**src/sv/vmp_pkg.sv**
```systemverilog
// Shared types, codes and the update-rule table of the Verlet mapping propagator.
// Used by the controller, the datapath and the top level. No dependencies.
package vmp_pkg;

    // Transaction opcodes.
    localparam logic [2:0] OP_WR_OLD = 3'd0;
    localparam logic [2:0] OP_WR_NEW = 3'd1;
    localparam logic [2:0] OP_WR_VAR = 3'd2;
    localparam logic [2:0] OP_STEP   = 3'd3;
    localparam logic [2:0] OP_RD_VAR = 3'd4;

    // Update rules.
    localparam logic [2:0] METH_CMM1 = 3'd0;
    localparam logic [2:0] METH_CMM3 = 3'd1;
    localparam logic [2:0] METH_CMM4 = 3'd2;
    localparam logic [2:0] METH_CMM5 = 3'd3;
    localparam logic [2:0] METH_CMM6 = 3'd4;

    // Configuration register indexes.
    localparam logic [1:0] CFG_METHOD    = 2'd0;
    localparam logic [1:0] CFG_TIME_STEP = 2'd1;
    localparam logic [1:0] CFG_STATES    = 2'd2;

    // Vector codes.
    localparam logic [1:0] V_X  = 2'd0;
    localparam logic [1:0] V_Y  = 2'd1;
    localparam logic [1:0] V_PX = 2'd2;
    localparam logic [1:0] V_PY = 2'd3;

    // Datapath phases of one multiply-accumulate.
    localparam logic [2:0] PH_NONE = 3'd0;
    localparam logic [2:0] PH_A    = 3'd1;
    localparam logic [2:0] PH_B    = 3'd2;
    localparam logic [2:0] PH_D    = 3'd3;
    localparam logic [2:0] PH_MUL  = 3'd4;
    localparam logic [2:0] PH_WB   = 3'd5;

    // One accumulation pass: dst[n] += (e/8*dt) * H[n][j] * (a[j] +/- b[j]).
    typedef struct packed {
        logic              diag;     // j = n, single term; otherwise j sweeps
        logic [1:0]        dst;
        logic [1:0]        vec_a;
        logic [1:0]        vec_b;
        logic              use_b;
        logic              sub_b;
        logic signed [4:0] eighths;
    } t_uop;

    // Command from the controller to the datapath.
    typedef struct packed {
        logic [2:0] phase;
        logic       host_wr;
        logic       host_rd;
        logic       load_out;
        logic       out_rd;
        logic       hsel_new;
        t_uop       uop;
    } t_dp_cmd;

    function automatic t_uop mk_uop(input logic diag, input logic [1:0] dst,
                                    input logic [1:0] va, input logic [1:0] vb,
                                    input logic use_b, input logic sub_b,
                                    input logic signed [4:0] e);
        t_uop u;
        u.diag    = diag;
        u.dst     = dst;
        u.vec_a   = va;
        u.vec_b   = vb;
        u.use_b   = use_b;
        u.sub_b   = sub_b;
        u.eighths = e;
        return u;
    endfunction

    // Pass table: rule, stage (0 half old, 1 full new, 2 half new) and pass number.
    function automatic t_uop uop_desc(input logic [2:0] method, input logic [1:0] stage,
                                      input logic [2:0] pass);
        t_uop              u;
        logic              full;
        logic [2:0]        p;
        logic signed [4:0] sc;
        u    = '0;
        full = (stage == 2'd1);
        p    = (pass >= 3'd4) ? pass - 3'd4 : pass;
        sc   = (method == METH_CMM6) ? 5'sd2 : 5'sd1;
        case (method)
            METH_CMM1: begin
                if (!full) begin
                    u = (pass == 3'd0) ? mk_uop(1'b0, V_X, V_Y, V_Y, 1'b0, 1'b0, -5'sd4)
                                       : mk_uop(1'b0, V_PX, V_PY, V_PY, 1'b0, 1'b0, -5'sd4);
                end else begin
                    u = (pass == 3'd0) ? mk_uop(1'b0, V_Y, V_X, V_X, 1'b0, 1'b0, 5'sd8)
                                       : mk_uop(1'b0, V_PY, V_PX, V_PX, 1'b0, 1'b0, 5'sd8);
                end
            end
            METH_CMM3: begin
                if (!full) begin
                    case (p)
                        3'd0:    u = mk_uop(1'b1, V_PX, V_X, V_PY, 1'b1, 1'b1, -5'sd1);
                        3'd1:    u = mk_uop(1'b0, V_PX, V_PY, V_PY, 1'b0, 1'b0, -5'sd2);
                        3'd2:    u = mk_uop(1'b1, V_X, V_PX, V_Y, 1'b1, 1'b0, 5'sd2);
                        default: u = mk_uop(1'b0, V_X, V_Y, V_Y, 1'b0, 1'b0, -5'sd4);
                    endcase
                end else begin
                    case (p)
                        3'd0:    u = mk_uop(1'b1, V_PY, V_PX, V_Y, 1'b1, 1'b0, -5'sd2);
                        3'd1:    u = mk_uop(1'b0, V_PY, V_PX, V_PX, 1'b0, 1'b0, 5'sd4);
                        3'd2:    u = mk_uop(1'b1, V_Y, V_PY, V_X, 1'b1, 1'b1, 5'sd4);
                        default: u = mk_uop(1'b0, V_Y, V_X, V_X, 1'b0, 1'b0, 5'sd8);
                    endcase
                end
            end
            METH_CMM4, METH_CMM6: begin
                if (!full) begin
                    case (p)
                        3'd0:    u = mk_uop(1'b1, V_PX, V_PY, V_X, 1'b1, 1'b1, -sc);
                        3'd1:    u = mk_uop(1'b0, V_PX, V_X, V_X, 1'b0, 1'b0, -5'sd2);
                        3'd2:    u = mk_uop(1'b1, V_PY, V_PX, V_Y, 1'b1, 1'b0, 5'(2 * sc));
                        default: u = mk_uop(1'b0, V_PY, V_Y, V_Y, 1'b0, 1'b0, -5'sd4);
                    endcase
                end else begin
                    case (p)
                        3'd0:    u = mk_uop(1'b1, V_X, V_PX, V_Y, 1'b1, 1'b0, 5'(-2 * sc));
                        3'd1:    u = mk_uop(1'b0, V_X, V_PX, V_PX, 1'b0, 1'b0, 5'sd4);
                        3'd2:    u = mk_uop(1'b1, V_Y, V_X, V_PY, 1'b1, 1'b1, 5'(4 * sc));
                        default: u = mk_uop(1'b0, V_Y, V_PY, V_PY, 1'b0, 1'b0, 5'sd8);
                    endcase
                end
            end
            METH_CMM5: begin
                if (!full) begin
                    u = (pass == 3'd1) ? mk_uop(1'b0, V_X, V_PX, V_Y, 1'b1, 1'b1, 5'sd2)
                                       : mk_uop(1'b0, V_PX, V_PY, V_X, 1'b1, 1'b0, -5'sd1);
                end else begin
                    u = (pass == 3'd1) ? mk_uop(1'b0, V_Y, V_X, V_PY, 1'b1, 1'b0, 5'sd4)
                                       : mk_uop(1'b0, V_PY, V_PX, V_Y, 1'b1, 1'b1, 5'sd2);
                end
            end
            default: u = '0;
        endcase
        return u;
    endfunction

endpackage

```
**src/sv/vmp_ctrl.sv**
```systemverilog
// Controller: handshakes, the step sequencer over stages, passes and indexes,
// and the phase sequence of each multiply-accumulate. Uses vmp_pkg.
module vmp_ctrl #(
    parameter int MAX_STATES = 8
) (
    input  logic                            i_clk,
    input  logic                            i_rst_n,
    input  logic                            i_valid,
    output logic                            o_ready,
    input  logic [2:0]                      i_opcode,
    output logic                            o_valid,
    input  logic                            i_ready,
    input  logic [2:0]                      i_method,
    input  logic [3:0]                      i_state_count,
    output vmp_pkg::t_dp_cmd                o_cmd,
    output logic [$clog2(MAX_STATES+1)-1:0] o_n,
    output logic [$clog2(MAX_STATES+1)-1:0] o_m
);
    import vmp_pkg::*;

    localparam int CW = $clog2(MAX_STATES + 1);

    localparam logic [2:0] S_IDLE = 3'd0;
    localparam logic [2:0] S_RDV  = 3'd1;
    localparam logic [2:0] S_A    = 3'd2;
    localparam logic [2:0] S_B    = 3'd3;
    localparam logic [2:0] S_D    = 3'd4;
    localparam logic [2:0] S_MUL  = 3'd5;
    localparam logic [2:0] S_WB   = 3'd6;
    localparam logic [2:0] S_DONE = 3'd7;

    logic [2:0]    r_state, n_state;
    logic [1:0]    r_st, n_st;
    logic [2:0]    r_pass, n_pass;
    logic [CW-1:0] r_n, n_n, r_m, n_m;
    logic          r_ovalid, n_ovalid;

    logic [CW-1:0] cnt, cnt_m1;
    logic [2:0]    last_pass;
    logic          accept, is5, last_m, last_n, last_p, last_st, can_step;
    t_uop          uop;

    assign cnt    = (int'(i_state_count) > MAX_STATES) ? CW'(MAX_STATES) : CW'(i_state_count);
    assign cnt_m1 = cnt - CW'(1);
    assign is5    = (i_method == METH_CMM5);
    assign uop    = uop_desc(i_method, r_st, r_pass);
    assign can_step = (i_method <= METH_CMM6) && (cnt != '0);

    always_comb begin
        case (i_method)
            METH_CMM1: last_pass = 3'd1;
            METH_CMM5: last_pass = 3'd2;
            default:   last_pass = 3'd5;
        endcase
    end

    assign last_m  = uop.diag || (r_m == cnt_m1);
    assign last_n  = (r_n == cnt_m1);
    assign last_p  = (r_pass == last_pass);
    assign last_st = (r_st == 2'd2);

    assign o_ready = (r_state == S_IDLE) && (!r_ovalid || i_ready);
    assign accept  = i_valid && o_ready;

    // Next state, loop counters and datapath command.
    always_comb begin
        n_state  = r_state;
        n_st     = r_st;
        n_pass   = r_pass;
        n_n      = r_n;
        n_m      = r_m;
        n_ovalid = r_ovalid && !i_ready;
        o_cmd          = '0;
        o_cmd.uop      = uop;
        o_cmd.hsel_new = (r_st != 2'd0);
        case (r_state)
            S_IDLE: begin
                if (accept) begin
                    case (i_opcode)
                        OP_WR_OLD, OP_WR_NEW, OP_WR_VAR: begin
                            o_cmd.host_wr  = 1'b1;
                            o_cmd.load_out = 1'b1;
                            n_ovalid       = 1'b1;
                        end
                        OP_RD_VAR: begin
                            o_cmd.host_rd = 1'b1;
                            n_state       = S_RDV;
                        end
                        OP_STEP: begin
                            if (can_step) begin
                                n_st    = '0;
                                n_pass  = '0;
                                n_n     = '0;
                                n_m     = '0;
                                n_state = S_A;
                            end else begin
                                o_cmd.load_out = 1'b1;
                                n_ovalid       = 1'b1;
                            end
                        end
                        default: begin
                            o_cmd.load_out = 1'b1;
                            n_ovalid       = 1'b1;
                        end
                    endcase
                end
            end
            S_RDV: begin
                o_cmd.load_out = 1'b1;
                o_cmd.out_rd   = 1'b1;
                n_ovalid       = 1'b1;
                n_state        = S_IDLE;
            end
            S_A: begin
                o_cmd.phase = PH_A;
                n_state     = S_B;
            end
            S_B: begin
                o_cmd.phase = PH_B;
                n_state     = S_D;
            end
            S_D: begin
                o_cmd.phase = PH_D;
                n_state     = S_MUL;
            end
            S_MUL: begin
                o_cmd.phase = PH_MUL;
                n_state     = S_WB;
            end
            S_WB: begin
                // Write back, then step the loop nest: term, then index and pass
                // (the sweep rule runs passes outside the row index).
                o_cmd.phase = PH_WB;
                n_state     = S_A;
                if (!last_m) begin
                    n_m = r_m + CW'(1);
                end else begin
                    n_m = '0;
                    if (is5) begin
                        if (!last_n) begin
                            n_n = r_n + CW'(1);
                        end else begin
                            n_n = '0;
                            if (!last_p) begin
                                n_pass = r_pass + 3'd1;
                            end else begin
                                n_pass = '0;
                                if (!last_st) n_st = r_st + 2'd1;
                                else n_state = S_DONE;
                            end
                        end
                    end else begin
                        if (!last_p) begin
                            n_pass = r_pass + 3'd1;
                        end else begin
                            n_pass = '0;
                            if (!last_n) begin
                                n_n = r_n + CW'(1);
                            end else begin
                                n_n = '0;
                                if (!last_st) n_st = r_st + 2'd1;
                                else n_state = S_DONE;
                            end
                        end
                    end
                end
            end
            S_DONE: begin
                o_cmd.load_out = 1'b1;
                n_ovalid       = 1'b1;
                n_state        = S_IDLE;
            end
            default: begin
                n_state = S_IDLE;
            end
        endcase
    end

    // State and counter registers.
    always_ff @(posedge i_clk) begin
        if (!i_rst_n) begin
            r_state  <= S_IDLE;
            r_ovalid <= 1'b0;
            r_st     <= '0;
            r_pass   <= '0;
            r_n      <= '0;
            r_m      <= '0;
        end else begin
            r_state  <= n_state;
            r_ovalid <= n_ovalid;
            r_st     <= n_st;
            r_pass   <= n_pass;
            r_n      <= n_n;
            r_m      <= n_m;
        end
    end

    assign o_valid = r_ovalid;
    assign o_n     = r_n;
    assign o_m     = r_m;
endmodule

```
**config.mk**
```make
export PLATFORM = sky130hd
export DESIGN_NAME = vmp_ctrl
export DESIGN_NICKNAME = d
export VERILOG_FILES = /design/src/sv/vmp_pkg.sv /design/src/sv/vmp_ctrl.sv
export SDC_FILE = /design/constraint.sdc
export NUM_CORES = 1
export LEC_CHECK = 0
export ABC_AREA = 1
export ABC_CLOCK_PERIOD_IN_PS = 4100
export BUFFER_PORTS_ARGS = -buffer_cell sky130_fd_sc_hd__buf_2
export CORE_MARGIN = 2
export CORE_UTILIZATION = 35
export DETAILED_ROUTE_END_ITERATION = 8
export PLACE_DENSITY = 0.61
export SLEW_MARGIN = 20
export SYNTH_ARGS = -nofsm -noshare
export SYNTH_HDL_FRONTEND = slang
export SYNTH_SLANG_ARGS = --single-unit
export TNS_END_PERCENT = 100
```
**constraint.sdc**
```tcl
create_clock -name i_clk -period 4.1 [get_ports i_clk]
set_input_delay 0.205 -clock i_clk [delete_from_list [all_inputs] [get_ports i_clk]]
set_output_delay 0.205 -clock i_clk [all_outputs]
set_load 0.005 [all_outputs]
```
Word level (Yosys, flattened, before mapping)

Index checks and enable logic that the tools add are counted.

Add/sub/neg operators: 8
Multiply operators: 0
Divide/modulo/power cells: 0
Order comparisons: 3
Eq/ne operators: 33
Shifts and indexed selects: 0
Mux-type cells: 70
Bitwise gates (word level): 0
Reduce and logical (&&, ||, !) cells: 24

Operators with widths:

| cell                                                | number |
|---|---|
| case mux 14 bit (3 select lines)                    | 4 |
| two-way mux 13 bit                                  | 6 |
| case mux 14 bit (4 select lines)                    | 1 |
| two-way mux 3 bit                                   | 18 |
| two-way mux 4 bit                                   | 9 |
| two-way mux 14 bit                                  | 2 |
| two-way mux 2 bit                                   | 12 |
| equality test 3 x 2 -> 1 bit, second input constant | 7 |
| case mux 3 bit (7 select lines)                     | 1 |
| equality test 3 bit, second input constant          | 6 |
| case mux 3 bit (2 select lines)                     | 3 |
| case mux 4 bit (2 select lines)                     | 2 |
| equality test 3 x 1 -> 1 bit, second input constant | 5 |
| logical NOT 3 bit                                   | 5 |
| case mux 3 bit (5 select lines)                     | 1 |
| AND reduction 6 bit                                 | 2 |
| != test 2 bit, second input constant                | 5 |
| != test 3 bit, second input constant                | 3 |
| adder 4 x 1 -> 4 bit, second input constant         | 2 |
| equality test 4 bit                                 | 2 |
| case mux 1 bit (2 select lines)                     | 4 |
| AND reduction 7 bit                                 | 1 |
| two-way mux 1 bit                                   | 6 |
| negation 2 -> 5 bit                                 | 1 |
| 23 further kinds                                    | 30 |

Register bits after elaboration: 17
Bits in latches: 0
RAM bits: 0
Memory bits (read-only): 0
Input port bits: 14
Output and inout bits: 32
Word-level logic and storage cells: 144
Memories kept: 0

Longest topological paths before layout

Depth after elaboration: 9
Depth in mapped cells: 18
Gate-level depth less buffers: 18

Least setup slack after synthesis

Ideal clock, no wire load.

Path kind: input-to-reg
From: input i_state_count[0]
To: register r_st[0]
Library setup time: 0.113 ns
Arrival time: 1.749 ns
Required time: 3.987 ns
Setup slack: 2.239 ns
Stages on the path: 15
Buffers on the path: 0
Cell sequence: nor2_2 nand2_1 nand2_2 nand2_1 ha_1 xor2_1 nand3_1 nor2_1 nand2_1 nand2_1 nand3_1 nor2_2 nand2_1 nand2_1 nor2_1

Cells in the longest elaborated chain, start to end: 7
Elaborated cells between the ends (all ways): 12
Classes of those cells: add/sub (1); order compare (1); eq/ne (5); mux (1); reduce/logical (4)

Ends and longest elaborated chain:

| item                                     | RTL line        | text |
|---|---|---|
| start, declared                          | vmp_ctrl.sv:14  | `input logic [3:0] i_state_count,` |
| > comparator 4 bit                       | vmp_ctrl.sv:43  | `assign cnt = (int'(i_state_count) > MAX_STATES) ? CW'(MAX_STATES) : CW'(i_state_count);` |
| two-way mux 4 bit (*)                    | vmp_ctrl.sv:43  |  |
| subtractor 4 x 1 -> 4 bit                | vmp_ctrl.sv:44  | `assign cnt_m1 = cnt - CW'(1);` |
| equality test 4 bit                      | vmp_ctrl.sv:57  | `assign last_m = uop.diag \|\| (r_m == cnt_m1);` |
| logical OR 1 bit                         | vmp_ctrl.sv:57  |  |
| != test 2 bit (no source line)           | n/a             |  |
| AND reduction 7 bit (no source line) (*) | n/a             |  |
| end signal, assigned                     | vmp_ctrl.sv:191 | `r_st <= n_st;` |
| end, declared                            | vmp_ctrl.sv:33  | `logic [1:0] r_st, n_st;` |

Every way passes the cells marked *; elsewhere a longest branch is shown, timed or not.
A chain may end at the register's enable or synchronous reset.

==> run summary <==
status: complete, no violations
Static Leak: 0.00114 uW
adder-cell share of the synthesized area: 8.82%
#FFs+latches synth: 17
switching fraction of total power: 35.6%
Startpoint Class: flop
Fin. Hold Viols: 0
Die Height: 79.3 um
Critical Path Max Stage Delay: 0.42 ns
XOR/XNOR share of the synthesized area: 3.09%
Final ANT Viol Nets: 0
largest family of logic cells by synthesized area: simple AND/OR/NAND/NOR gates
slowest CP cell: dfxtp_1
Buf/Inv on CP: 4
power per cell area: 199 nW/um2
clock buffer depth: 2
Final GP Congestion: 0.889
num ports: 46
Reg clk slew, reported paths: 0.07 ns
Final period util: 56.4%
Tmin final: 2.31 ns
Cells after Synth: 325
post-DR wirelength/cell: 11.0 um
max-cap check violation count: 0
area share of the leading cell type in the synthesized netlist: 17.1%
post-synthesis mux area share: 0%
max frequency: 432 MHz
Sum Neg Setup Slack: 0 ns
Starting Density: 36.1%
H-tree depth: 1
Slew Limit Fails: 0
root buffer cell: clkbuf_8
drt via density: 4.77
nets: 398
CORE AREA: 5510 um2
Async SR Flop Fraction: 0%
first-pass GRT wire length: 7870 um
diode count: 0
Post-CTS Repair Setup Buffers: 0
# resized after CTS: 0
dominant synthesized flop cell: dfxtp_1
DRT Wirelength: 4830 um
Setup Skew: 0.00256 ns
Total GRT Usage: 15.4%
Synth Area in Compound Gates: 11.6%
Detailed Routing Iterations Pass 1: 6
Mapped Nets: 353
largest net degree at the start of global routing: 14
endpoint type of the worst setup path: primary output
post-synthesis cell type count: 38
total CTS buffers: 3
Clk network pwr share: 28.8%
P_sw: 165 uW
P_int: 299 uW
critical path class: reg2out
CP max FO: 8
final setup vio count: 0
HP Class: in2reg
sequential fraction of the synthesis area: 17.1%
worst-path cell chain: inv_1, ha_1, nor2_1, inv_1, nor2_1, inv_1, o21ai_0, o21ai_0, o21ai_0, o2111ai_1, buf_2
GR Overflow Total: 0
Sequential Power Share: 37.3%
Die ar.: 6300 um2
Slew headroom: 61.3%
clk_lat worst skew: 0.26 ns
cell taking the most area after synthesis: dfxtp_1
commonest non-fill, non-tap cells in the layout: nand2_1, nor2_1, buf_2
Worst EP arrival: 2.11 ns
Top Family by Delay on Critical Path: buffers and inverters
DRT iter0 DRCs: 76
most common cell after layout, fill and taps aside: nand2_1
synthesis-to-layout area growth: 17.1%
FP Rows: 27
Final Total Pwr: 464 uW
WP data required: 3.89 ns
cts hold-fix bufs: 0
die width: 79.3 um
fraction of the mapped netlist area in simple logic gates: 48.1%
Mean Syn Cell Area: 6.11 um2
initial antenna violation count: 0
via count: 2104
ratio of cells with drive above 1 in the final layout: 24.9%
Final HPWL DP: 4040 um
actual slew at the worst max-slew pin: 0.580 ns
CTS tree: done
Peak supply drop: 0.000149 V
synth top area cells: dfxtp_1, nand2_1, nor2_1
area of the mapped netlist: 1990 um2
DRC Markers: 0
synth warn: 0
Buffers on Ports: 45
number of enable flip-flop cells after synthesis: 0
RSZ-0062 raised after global routing: false
clock sinks: 17
vias in the first global route: 1844
Gate power share: 33.9%
[metal layers]
metal,track usage (%),share of wire [%],up-vias
met5,0,0,-
met4,2.93,0.48,0
met3,2.27,3.5,4
met2,28.1,49,42
met1,19.3,47,943
li1,-,-,1115
[worst register-to-register path: cells and delay by family, from the launching register on]
kind / cells / cell delay, ns
compound gates: 1 / 0.14
simple gates: 8 / 1.07
flops: 1 / 0.40
buf+inv: 2 / 0.23
[worst paths after layout]
path	start	endpoint	slack, ns	cells past startpoint
min reg2reg	r_st[0]	r_st[0]	0.51	2
max	r_pass[0]	o_cmd[2]	1.79	11
max reg2reg	r_state[1]	r_st[0]	2.17	11
min	i_valid	o_valid	0.23	3
[cell families (layout without fill, tap and decap cells)]
kind of cell | after synthesis | in the layout
xor+xnor | 7 | 7
buf+inv | 57 | 101
simple gates | 194 | 194
flops | 17 | 17
fa+ha+maj | 14 | 14
compound gates | 36 | 36
[cell usage after synthesis, types with 2 or more instances]
library cell	number
nand3_4	2
nor2_4	3
clkbuf_1	2
xor2_1	6
nor3_1	5
inv_2	7
o211ai_1	4
dfxtp_1	17
inv_1	44
o2111ai_1	3
ha_1	14
nor3b_1	2
nand2_2	10
nor2_2	8
nand2_1	77
nand2_4	6
nor2_1	50
a21oi_1	11
o21ai_0	10
nand3_2	2
nand3_1	24
buf_2	2
[per-stage QoR]
stage / hold WS, ns / instance area [um2] / instances / setup slack, ns / utilization (%)
2_1_floorplan: 0.348 / 1990 / 325 / 2.24 / -
3_3_place_gp: 0.505 / 2280 / 437 / 1.95 / 41.4
3_5_place_dp: 0.499 / 2280 / 437 / 1.88 / 41.4
4_1_cts: 0.227 / 2330 / 441 / 1.77 / 42.2
5_1_grt: 0.245 / 2330 / 441 / 1.60 / 42.2
6_report: 0.233 / 2330 / 441 / 1.79 / 42.2
[registers in the layout (all words and copies together), names as in the netlist]
register and cells:
r_state 3, r_pass 3, o_n 4, o_m 4, o_valid 1, r_st 2
[layout make-up]
cell class                      instances  area [um2]
Fill cell                             604        3180
Multi-Input combinational cell        251        1420
Sequential cell                        17         340
Timing Repair Buffer                   45         225
Inverter                               52         198
Tap cell                               72        90.1
Clock buffer                            3        41.3
Clock inverter                          1        7.51
[power groups by stage]
| stage | registers [uW] | clock network (uW) | logic [uW] |
|---|---|---|---|
| 6_report | 173 | 133 | 157 |
| 5_1_grt | 174 | 147 | 177 |
| 4_1_cts | 173 | 140 | 159 |
| 3_5_place_dp | 177 | 0 | 158 |
| 3_3_place_gp | 177 | 0 | 156 |
| 2_1_floorplan | 175 | 0 | 109 |
No activity file was read; power rests on OpenSTA's default activity.
